===== src/sv/rsd_div.sv =====
// pipelined restoring divider, one quotient bit per register stage, side data carried along
// depends on rsd_pkg only through its users; dividend high part must stay below the divisor
`default_nettype none
module rsd_div #(
	parameter int DW = 32,
	parameter int QW = 15,
	parameter int PW = 1
) (
	input  logic             clk,
	input  logic             arst_n,
	input  logic             en,
	input  logic             in_v,
	input  logic [DW+QW-1:0] n,
	input  logic [DW-1:0]    d,
	input  logic [PW-1:0]    pl,
	output logic             out_v,
	output logic [QW-1:0]    q,
	output logic [PW-1:0]    out_pl
);
	logic          v_s   [QW+1];
	logic [DW-1:0] rem_s [QW+1];
	logic [QW-1:0] low_s [QW+1];
	logic [DW-1:0] d_s   [QW+1];
	logic [PW-1:0] pl_s  [QW+1];

	assign v_s[0]   = in_v;
	assign rem_s[0] = n[DW+QW-1:QW];
	assign low_s[0] = n[QW-1:0];
	assign d_s[0]   = d;
	assign pl_s[0]  = pl;

	for (genvar k = 0; k < QW; k++) begin : g_bit
		logic [DW:0] t;
		logic        ge;
		assign t  = {rem_s[k], low_s[k][QW-1]};
		assign ge = t >= {1'b0, d_s[k]};
		always_ff @(posedge clk or negedge arst_n) begin
			if (!arst_n) begin
				v_s[k+1] <= 1'b0;
			end else if (en) begin
				v_s[k+1] <= v_s[k];
			end
		end
		always_ff @(posedge clk) begin
			if (en) begin
				rem_s[k+1] <= ge ? DW'(t - {1'b0, d_s[k]}) : t[DW-1:0];
				low_s[k+1] <= {low_s[k][QW-2:0], ge};
				d_s[k+1]   <= d_s[k];
				pl_s[k+1]  <= pl_s[k];
			end
		end
	end

	assign out_v  = v_s[QW];
	assign q      = low_s[QW];
	assign out_pl = pl_s[QW];
endmodule
`default_nettype wire


===== config.mk =====
export PLATFORM = sky130hd
export DESIGN_NAME = rsd_div
export DESIGN_NICKNAME = d
export VERILOG_FILES = /design/src/sv/rsd_div.sv
export SDC_FILE = /design/constraint.sdc
export NUM_CORES = 2
export LEC_CHECK = 0
export BUFFER_PORTS_ARGS = -buffer_cell sky130_fd_sc_hd__buf_2
export CORE_MARGIN = 1
export CORE_UTILIZATION = 29
export CTS_CLUSTER_SIZE = 8
export DETAILED_ROUTE_END_ITERATION = 12
export MAX_ROUTING_LAYER = met4
export PLACE_DENSITY = 0.51
export SLEW_MARGIN = 20
export SYNTH_ARGS = -nofsm -noshare
export SYNTH_HDL_FRONTEND = slang
export SYNTH_SLANG_ARGS = --single-unit

===== constraint.sdc =====
create_clock -name clk -period 4.6 [get_ports clk]
set_clock_uncertainty 0.05 [all_clocks]
set_input_delay 0.46 -clock clk [delete_from_list [all_inputs] [get_ports clk]]
set_output_delay 0.46 -clock clk [all_outputs]
set_load 0.02 [all_outputs]

==> results_dict.tcl <==
set metrics [dict create \
    status "finished, final reports clean" \
    routed-wl-met2_mm 94.2 \
    fin_cells 9084 \
    max_freq_mhz 226 \
    top_layer_used "met4" \
    fin_crit_sh_pct 96.0 \
    synthCells 5752 \
    dp.cells 8787 \
    wire_per_inst_um 18.7 \
    relSlewSlack_pct 39.9 \
    vias 43300 \
    cts_tree "built" \
    core-area_um2 222000 \
    htree_levels 4 \
    first_iter_violations 2050 \
    synth_cell_types 87 \
    root_buffer "clkbuf_16" \
    power.static_leakage_nw 30.4 \
    clk_pin_slew_ns 0.05 \
    hold_path.class "input pin to register" \
    worstPathMaxFanout 5 \
    startpoint_type "register" \
    syn_area_um2 64900 \
    fp-row-count 173 \
    power.total_w 0.0521 \
    p_per_area_nw_per_um2 691 \
    cts_setup_buffers 0 \
    critPathArrivalTime_ns 4.91 \
    path_buf_inv 1 \
    die_h_um 475 \
    ys_seq_area_share_pct 53.1 \
    crit_chain "ha_1 -> fa_1 -> nand2b_1 -> a21oi_2 -> a21oi_1 -> o311a_1 -> o31ai_2 -> buf_4 -> a2111oi_0 -> or3_1 -> o41ai_1 -> xnor2_1 -> o21ai_1" \
    layout-drive-gt1-share_pct 10.5 \
    dieArea_um2 226000 \
    nets 6642 \
    grt_pass1_vias 45500 \
    crit_family "compound AO/OA/AOI/OAI gates" \
    setup_viol 0 \
    synth_area_per_cell_um2 11.3 \
    cp.required_ns 5.09 \
    worst_slew_pin_slew_ns 0.895 \
    drtPass1Iterations 5 \
    numCtsBuffers 167 \
    synthFlopType "edfxtp_1" \
    avgViaCountPerCell 4.77 \
    initial_utilization_pct 29.2 \
    antenna_found_initial 2 \
    place_congestion 0.911 \
    max_stage_delay_ns 0.53 \
    ys_warn_count 0 \
    ir_worst_vdd_uv 317 \
    dpl.hpwl_mm 133 \
    synth_edf_count 1136 \
    async_reset_ff_share_pct 1.30 \
    cp-end-kind "register" \
    drt-total-wl_mm 170 \
    crit_type "register to register" \
    area_delta_synth_final_pct 16.0 \
    chipWidth_um 475 \
    gr-usage-all-layers_pct 15.4 \
    drv_cap 0 \
    final-hold-violation-count 0 \
    min_period_ns 4.42 \
    clk_latency_ns 0.81 \
    ios 101 \
    fillers 22100 \
    grt_start_max_net_pins 135 \
    rsz0062_at_grt "no" \
    numPortBuffers 100 \
    dr_wl_met3_mm 4.63 \
    slowest_stage "edfxtp_1" \
    ys_ff_latch 1151 \
    clockBufferDepth 3 \
    ant_nets 0 \
    grt_pass1_wl_mm 260 \
    synth_fp_nets 6330 \
    drc 0 \
    met1_length_mm 62.2 \
    cts.sinks 1151 \
    slew_viol_final 0 \
    grt-ovfl-total 0 \
]
sequential cells by signal, indices dropped and copies added, names as in the netlist:
register / cells
g_bit.t: 462
d_s: 448
low_s: 196
q: 15
pl_s: 14
v_s: 14
out_pl: 1
out_v: 1
cells by family after synthesis:
| group | Yosys count | share of synthesized area, % |
|---|---|---|
| AO/OA/AOI/OAI | 1572 | 15.3 |
| AND/OR/NAND/NOR | 1221 | 8.85 |
| flip-flops | 1151 | 53.1 |
| buffers and inverters | 742 | 4.49 |
| adder cells (fa/ha/maj) | 494 | 9.68 |
| XOR/XNOR | 374 | 5.04 |
| multiplexers | 198 | 3.56 |
worst reg2reg max path: cells and delay by family, from the launching register on:
family                   cells  cell delay (ns)
buffers and inverters        1             0.20
AO/OA/AOI/OAI                7             1.77
adder cells (fa/ha/maj)      2             0.72
XOR/XNOR                     1             0.20
AND/OR/NAND/NOR              2             0.69
flip-flops                   1             0.53
routing by layer:
metal,vias up,global-route usage [%]
li1,21700,-
met1,20600,14.6
met2,708,30.0
met3,351,2.14
met4,0,7.53
met5,-,-
layout make-up:
cell class | count | area [um^2] | area share [%]
sequential | 1151 | 34500 | 45.8
inverter | 586 | 2200 | 2.92
antenna | 1 | 2.50 | 0.00332
clock inverter | 25 | 467 | 0.619
tap | 2975 | 3720 | 4.94
multi-input combinational | 3859 | 27600 | 36.7
clock buffer | 188 | 4310 | 5.72
timing repair buffer | 299 | 2520 | 3.35
synthesized netlist by cell type, types with 82 or more instances:
cell type  instances  area [um^2]
ha_1             480         6010
xor2_1           170         1490
a21o_1           241         1810
nand3_1           82          410
clkbuf_1         106          398
nor2_1           244          916
inv_1            586         2200
nand2_1          475         1780
a21oi_1          411         2060
edfxtp_1        1136        34100
o21ai_0          445         2230
mux2_2           158         1780
xnor2_1          204         1790
nand4_1           86          538
cell usage in the layout, fill, tap and decap left out, types with 21 or more instances in the layout:
master            n
a21o_1          241
a21oi_1         410
inv_1           586
xor2_1          170
o31a_1           28
dlygate4sd3_1    83
nand2b_1         62
and2_1           22
o21ai_0         445
and3_1           29
o21bai_1         51
buf_2            99
ha_1            480
or3_1            22
o21a_1           66
xnor2_1         204
mux2_2          158
mux2_4           27
nand2_1         475
nand3_1          82
a31oi_1          48
nand4_1          86
edfxtp_1       1136
clkbuf_16       169
buf_4            91
nor2_1          244
nor2b_1          63
o31ai_1          37
o21ai_1          22
buf_12           25
a211oi_1         37
o211ai_1         21
nor3_1           66
stage by stage:
step                      utilization, %  setup TNS (ns)  cell area, um^2  worst slack (ns)  hold slack (ns)
final                               33.9               0            75300             0.183            0.120
after global placement              31.4         -0.0503            69700           -0.0503            0.323
after floorplan                        -               0            64900              1.09            0.114
after CTS                           33.9               0            75300             0.111            0.104
after global routing                33.9               0            75300            0.0708            0.116
after detailed placement            31.4        -0.00378            69700          -0.00378            0.332
power by group:
group / switching (W) / internal (W) / total, W
Sequential: 0.00152 / 0.0155 / 0.0170
Clock: 0.00465 / 0.00672 / 0.0114
Combinational: 0.0133 / 0.0104 / 0.0237
Total: 0.0195 / 0.0326 / 0.0521
timing repair:
item | in CTS | in global routing
gates resized for setup | 1 | 1
hold endpoints to repair | 96 | 0
endpoints found under the setup margin | 1 | 1
gates cloned | 0 | 0
hold buffers | 83 | 0
worst paths after layout:
| kind | start | end | depth (start not counted) | slack [ns] |
|---|---|---|---|---|
| worst max-delay path | d_s[256] | g_bit[8].t[29] | 13 | 0.18 |
| worst min-delay path | en | out_pl | 1 | 0.12 |
| min in group asynchronous | arst_n | v_s[14] | 3 | 0.68 |
| max in group asynchronous | arst_n | v_s[1] | 3 | 3.39 |
| worst min register to register | low_s[135] | low_s[121] | 0 | 0.33 |
| worst max register to register | d_s[256] | g_bit[8].t[29] | 13 | 0.18 |
(Power assumes the default switching activity.)
