## src/sv/rsd_pkg.sv

```systemverilog
// shared constants and the cordic arctangent table for the radial stick deadzone
// no dependencies
`default_nettype none
package rsd_pkg;
	localparam int SAMPLE_WIDTH_DEF  = 16;
	localparam int CORDIC_STAGES_DEF = 16;
	localparam int SCALE_W = 32;
	localparam int DATA_W  = 35;
	localparam int Z_W     = 32;
	localparam int R_W     = 32;
	localparam int CMP_W   = 40;
	localparam int DZ_W    = 15;
	localparam int MAG_W   = 15;
	localparam int OUT_W   = 16;
	localparam int ANG_W   = 16;
	localparam int PROJ_QW = 17;
	localparam int PROD_W  = 64;
	localparam int INV_SHIFT = 30;
	localparam logic [29:0]      INV_GAIN  = 30'd652032874;
	localparam logic [MAG_W-1:0] OUT_ONE   = 15'd32767;
	localparam logic [DZ_W-1:0]  DZ_RESET  = 15'd7849;
	localparam logic [Z_W-1:0]   Z_HALF    = 32'h8000_0000;
	localparam logic [Z_W-1:0]   ANG_ROUND = 32'h0000_8000;

	function automatic logic [Z_W-1:0] atan_turn(input int i);
		logic [Z_W-1:0] a;
		case (i)
			0:  a = 32'h20000000;
			1:  a = 32'h12E4051E;
			2:  a = 32'h09FB385B;
			3:  a = 32'h051111D4;
			4:  a = 32'h028B0D43;
			5:  a = 32'h0145D7E1;
			6:  a = 32'h00A2F61E;
			7:  a = 32'h00517C55;
			8:  a = 32'h0028BE53;
			9:  a = 32'h00145F2F;
			10: a = 32'h000A2F98;
			11: a = 32'h000517CC;
			12: a = 32'h00028BE6;
			13: a = 32'h000145F3;
			14: a = 32'h0000A2FA;
			15: a = 32'h0000517D;
			16: a = 32'h000028BE;
			17: a = 32'h0000145F;
			18: a = 32'h00000A30;
			19: a = 32'h00000518;
			20: a = 32'h0000028C;
			21: a = 32'h00000146;
			22: a = 32'h000000A3;
			23: a = 32'h00000051;
			default: a = '0;
		endcase
		return a;
	endfunction
endpackage
`default_nettype wire

```

## src/sv/rsd_cordic.sv

```systemverilog
// pipelined vectoring cordic: one register stage per rotation, sample carried along
// depends on rsd_pkg
`default_nettype none
module rsd_cordic #(
	parameter int SW     = rsd_pkg::SAMPLE_WIDTH_DEF,
	parameter int STAGES = rsd_pkg::CORDIC_STAGES_DEF
) (
	input  logic                                clk,
	input  logic                                arst_n,
	input  logic                                en,
	input  logic                                in_v,
	input  logic signed [SW-1:0]                x,
	input  logic signed [SW-1:0]                y,
	output logic                                out_v,
	output logic signed [rsd_pkg::DATA_W-1:0]   out_cx,
	output logic [rsd_pkg::Z_W-1:0]             out_z,
	output logic signed [SW-1:0]                out_sx,
	output logic signed [SW-1:0]                out_sy
);
	import rsd_pkg::*;
	localparam int G = SCALE_W - SW;

	logic                     v_s  [STAGES+1];
	logic signed [DATA_W-1:0] cx_s [STAGES+1];
	logic signed [DATA_W-1:0] cy_s [STAGES+1];
	logic [Z_W-1:0]           z_s  [STAGES+1];
	logic signed [SW-1:0]     sx_s [STAGES+1];
	logic signed [SW-1:0]     sy_s [STAGES+1];

	logic signed [DATA_W-1:0] xe, ye;
	assign xe = DATA_W'(x) <<< G;
	assign ye = DATA_W'(y) <<< G;

	// half-plane fold
	always_ff @(posedge clk or negedge arst_n) begin
		if (!arst_n) begin
			v_s[0] <= 1'b0;
		end else if (en) begin
			v_s[0] <= in_v;
		end
	end
	always_ff @(posedge clk) begin
		if (en) begin
			cx_s[0] <= x[SW-1] ? -xe : xe;
			cy_s[0] <= x[SW-1] ? -ye : ye;
			z_s[0]  <= x[SW-1] ? Z_HALF : '0;
			sx_s[0] <= x;
			sy_s[0] <= y;
		end
	end

	for (genvar i = 0; i < STAGES; i++) begin : g_rot
		logic signed [DATA_W-1:0] dx, dy;
		logic                     up;
		assign dx = cy_s[i] >>> i;
		assign dy = cx_s[i] >>> i;
		assign up = !cy_s[i][DATA_W-1];
		always_ff @(posedge clk or negedge arst_n) begin
			if (!arst_n) begin
				v_s[i+1] <= 1'b0;
			end else if (en) begin
				v_s[i+1] <= v_s[i];
			end
		end
		always_ff @(posedge clk) begin
			if (en) begin
				cx_s[i+1] <= up ? cx_s[i] + dx : cx_s[i] - dx;
				cy_s[i+1] <= up ? cy_s[i] - dy : cy_s[i] + dy;
				z_s[i+1]  <= up ? z_s[i] + atan_turn(i) : z_s[i] - atan_turn(i);
				sx_s[i+1] <= sx_s[i];
				sy_s[i+1] <= sy_s[i];
			end
		end
	end

	assign out_v  = v_s[STAGES];
	assign out_cx = cx_s[STAGES];
	assign out_z  = z_s[STAGES];
	assign out_sx = sx_s[STAGES];
	assign out_sy = sy_s[STAGES];
endmodule
`default_nettype wire

```

## config.mk

```make
export PLATFORM = sky130hd
export DESIGN_NAME = rsd_cordic
export DESIGN_NICKNAME = d
export VERILOG_FILES = /design/src/sv/rsd_pkg.sv /design/src/sv/rsd_cordic.sv
export SDC_FILE = /design/constraint.sdc
export NUM_CORES = 2
export LEC_CHECK = 0
export BUFFER_PORTS_ARGS = -buffer_cell sky130_fd_sc_hd__buf_2
export CORE_ASPECT_RATIO = 0.6
export CORE_MARGIN = 2
export CORE_UTILIZATION = 38
export CTS_BUF_LIST = sky130_fd_sc_hd__clkbuf_16
export DETAILED_ROUTE_END_ITERATION = 16
export HOLD_SLACK_MARGIN = 0.08
export PLACE_DENSITY = 0.49
export SETUP_SLACK_MARGIN = 0.1
export SYNTH_ARGS = -nofsm -noshare
export SYNTH_HDL_FRONTEND = slang
export SYNTH_SLANG_ARGS = --single-unit
export TNS_END_PERCENT = 100
```

## constraint.sdc

```tcl
create_clock -name clk -period 14.2 [get_ports clk]
set_clock_uncertainty 0.1 [all_clocks]
set_input_delay 2.84 -clock clk [delete_from_list [all_inputs] [get_ports clk]]
set_output_delay 2.84 -clock clk [all_outputs]
set_load 0.03 [all_outputs]
```

==> results.md <==
* Status: completed
* Count of pins over their slew limit at 0
* CP required at approximately 15 ns
* Seq/Total Area, Yosys at about 44%
* Crit path capture type: flip-flop
* Clk slew on worst S/H paths at 0.07 ns
* Min-Delay Path Class: reg2reg
* Final hold violations at 0
* Reg-to-reg startpoint: cy_s[0][258]
* Hpwl dp at 293000 um
* CP Class: reg2reg
* Grt total ovfl at 0
* Initial DRC Count at 9848
* Worst skew pair latency at around 0.94 ns
* RSZ-0062 raised after global routing: no
* Critical path's top delay family: compound AO/OA/AOI/OAI gates
* PortBufs at between 100 and 150
* Async set-reset flop share out of synthesis at less than 1%
* First-pass GRT wire length at 574000 um
* Setup crit end: cx_s[8][33]
* Ys Warns at 0
* Drt drc at 0
* GP Congestion at between 0.9 and 1
* Post-Syn Area at between 100000 and 150000 um2
* Setup-failing EPs final at 0
* Min Tclk post-route at around 6.4 ns
* Cts bufs inserted at 213
* Die Span Y at around 470 um
* Clock root buffer master: clkbuf_16
* Wire per inst at roughly 21 um
* Setup ws final at approximately 8 ns
* Top Layer Used: met5
* Largest net degree at the start of global routing at approximately 210
* Clock Sinks at approximately 2000
* CTS tree: built
* Crit-path cells: or4_1, nor3_1, a21oi_1, xnor2_1, ha_1, nand2_1, or2_2, a2111oi_0, nor3_1, a211oi_1, o211ai_1, nand3_1, a311oi_1, o311ai_0
* Drt via density at approximately 5.5
* Setup TNS at 0 ns
* Largest area contributor in the netlist: edfxtp_1
* Met2 wire length at 129000 um
* Core area at between 300000 and 400000 um2
* Largest fanout on the critical path at 5
* Layout Area Growth over Synthesis at 9.93%
* R2r setup slk at a little under 8 ns
* Syn Inst Count at 12900
* Routed Antenna Nets at 0
* DR pass1 iterations at 6
* Most frequent cells in the layout: 1961 x edfxtp_1, 1359 x ha_1, 1264 x nor2_1
* Buffers & Inverters on Critical Path at 0
* Synth area leaders: edfxtp_1 44%, ha_1 13%, xnor2_1 8.0%, a21oi_1 4.6%, xor2_1 3.8%
* R2R depth at 14
* Cts hold-fix bufs at 0
* Layout cell share with drive strength beyond 1 at 5.04%
* Routed WL at 377000 um
* Slowest-stage cell, CP: a2111oi_0
* Mean post-synth cell area at ~10 um2
* Met3 routed WL at about 32000 um
* Clk buf depth at 4
* # fillers at roughly 33000
* Ys flop type: edfxtp_1
* Number of global-route vias before repair at approximately 93000
* Post-synth top area share at a little over two fifths
* IO Count at about 140
* Crit-path most repeated cell: nor3_1
* R2R Path End: cx_s[8][33]
* Commonest non-fill, non-tap cell in the layout: edfxtp_1
* Core Rows at approximately 170
* Stages on worst setup path at 14
* Netlist cell types at approximately 90
* Via count at 99500
* Post-synth EDFFs at just under 2000
* Fin crit share at 45.2%
* Die Width at 773 um
* Initial antenna violation count at 26
* Crit path DAT at approximately 7.0 ns
* Setup crit start: cy_s[0][258]
* Fmax at roughly 160 MHz
* Placed insts at 17600
* Max incr delay on CP at 0.98 ns
* Post-CTS setup repair buffer count at 0
* Pre-CTS WS at 8.08 ns
* Nets at ~15000
* Starting Density at a little under two fifths
* Worst Max-Slew Pin Slew at about 1.4 ns
* Finished Core Util at a little over two fifths
* Non-Filler Instances at around 18000
* Synthesized flop and latch total at roughly 2000
* Maxcap violations at 0
* Met1 wire length at roughly 210000 um
* Overall routing resource usage at between 20% and 30%
* H-tree depth at 4
* Startpoint types: flip-flop
* Cts repair resizes at 0
* Slew HR at 4.63%
* Die Area at 360000 um2
how the worst min path moves through the flow:
stage	startpoint	end	slack, ns	cells after the start
after floorplan	sx_s[0][84]	sx_s[0][100]	0.30	0
after global placement	sx_s[0][117]	sx_s[0][133]	0.30	0
after detailed placement	sx_s[0][115]	sx_s[0][131]	0.30	0
after CTS	sy_s[0][218]	sy_s[0][234]	0.22	0
after global routing	sy_s[0][72]	sy_s[0][88]	0.24	0
final	sy_s[0][218]	sy_s[0][234]	0.24	0
stage by stage:
step / instance area, um2 / hold WS, ns
4_1_cts: 148000 / 0.225
6_report: 148000 / 0.243
5_1_grt: 148000 / 0.237
2_1_floorplan: 135000 / 0.300
3_3_place_gp: 141000 / 0.300
3_5_place_dp: 141000 / 0.305
synthesized netlist by cell type, types with 42 or more instances:
| library cell | number |
|---|---|
| a21o_1 | 544 |
| and2_1 | 77 |
| o41ai_1 | 64 |
| o21a_1 | 186 |
| or3_1 | 75 |
| or4_1 | 43 |
| xnor2_1 | 1235 |
| a31oi_1 | 153 |
| nand2_1 | 622 |
| nor3_1 | 321 |
| a21oi_1 | 1234 |
| a211oi_1 | 77 |
| xor2_1 | 586 |
| and3_1 | 131 |
| o21ai_0 | 590 |
| o31ai_1 | 52 |
| edfxtp_1 | 1961 |
| mux2_2 | 46 |
| nor2b_1 | 216 |
| ha_1 | 1359 |
| nor2_1 | 1264 |
| inv_1 | 555 |
| a21boi_0 | 49 |
| nor4_1 | 84 |
| o21bai_1 | 171 |
| nand4_1 | 65 |
| o211ai_1 | 42 |
| nand2b_1 | 210 |
| nand3_1 | 175 |
| clkbuf_1 | 137 |
state kept, by name, summed over array words and instances (netlist names):
register / flops
out_v: 1
cy_s: 467
v_s: 16
z_s: 439
cx_s: 511
sy_s: 272
sx_s: 272
layer usage:
metal / global-route usage (%) / vias to the layer above
met4: 2.86 / 8
li1: - / 48200
met1: 35.3 / 48000
met5: 0 / -
met2: 24.6 / 3013
met3: 4.69 / 318
cell families (layout without fill, tap and decap cells):
| family | after synthesis | after routing | synth area share [%] |
|---|---|---|---|
| multiplexers | 71 | 71 | 0.569 |
| other | 1 | 18 | 0.00278 |
| adder cells (fa/ha/maj) | 1394 | 1394 | 13.1 |
| AND/OR/NAND/NOR | 3426 | 3426 | 12.1 |
| buffers and inverters | 754 | 1147 | 2.19 |
| flip-flops | 1978 | 1978 | 43.9 |
| AO/OA/AOI/OAI | 3484 | 3484 | 16.3 |
| XOR/XNOR | 1821 | 1821 | 11.8 |
cell type report:
cell class	count	area, um2	area share (%)
clock buffers	214	5360	3.61
diodes	14	35.0	0.0236
repair buffers	204	1330	0.893
well taps	4702	5880	3.96
multi-input cells	10200	72800	49.0
inverters	561	2110	1.42
flip-flops and latches	1978	59300	40.0
clock inverters	168	1630	1.10
Power is left out: the tool's default activity adds up to more than one toggle a clock period on the data nets, which glitch-free logic cannot reach.
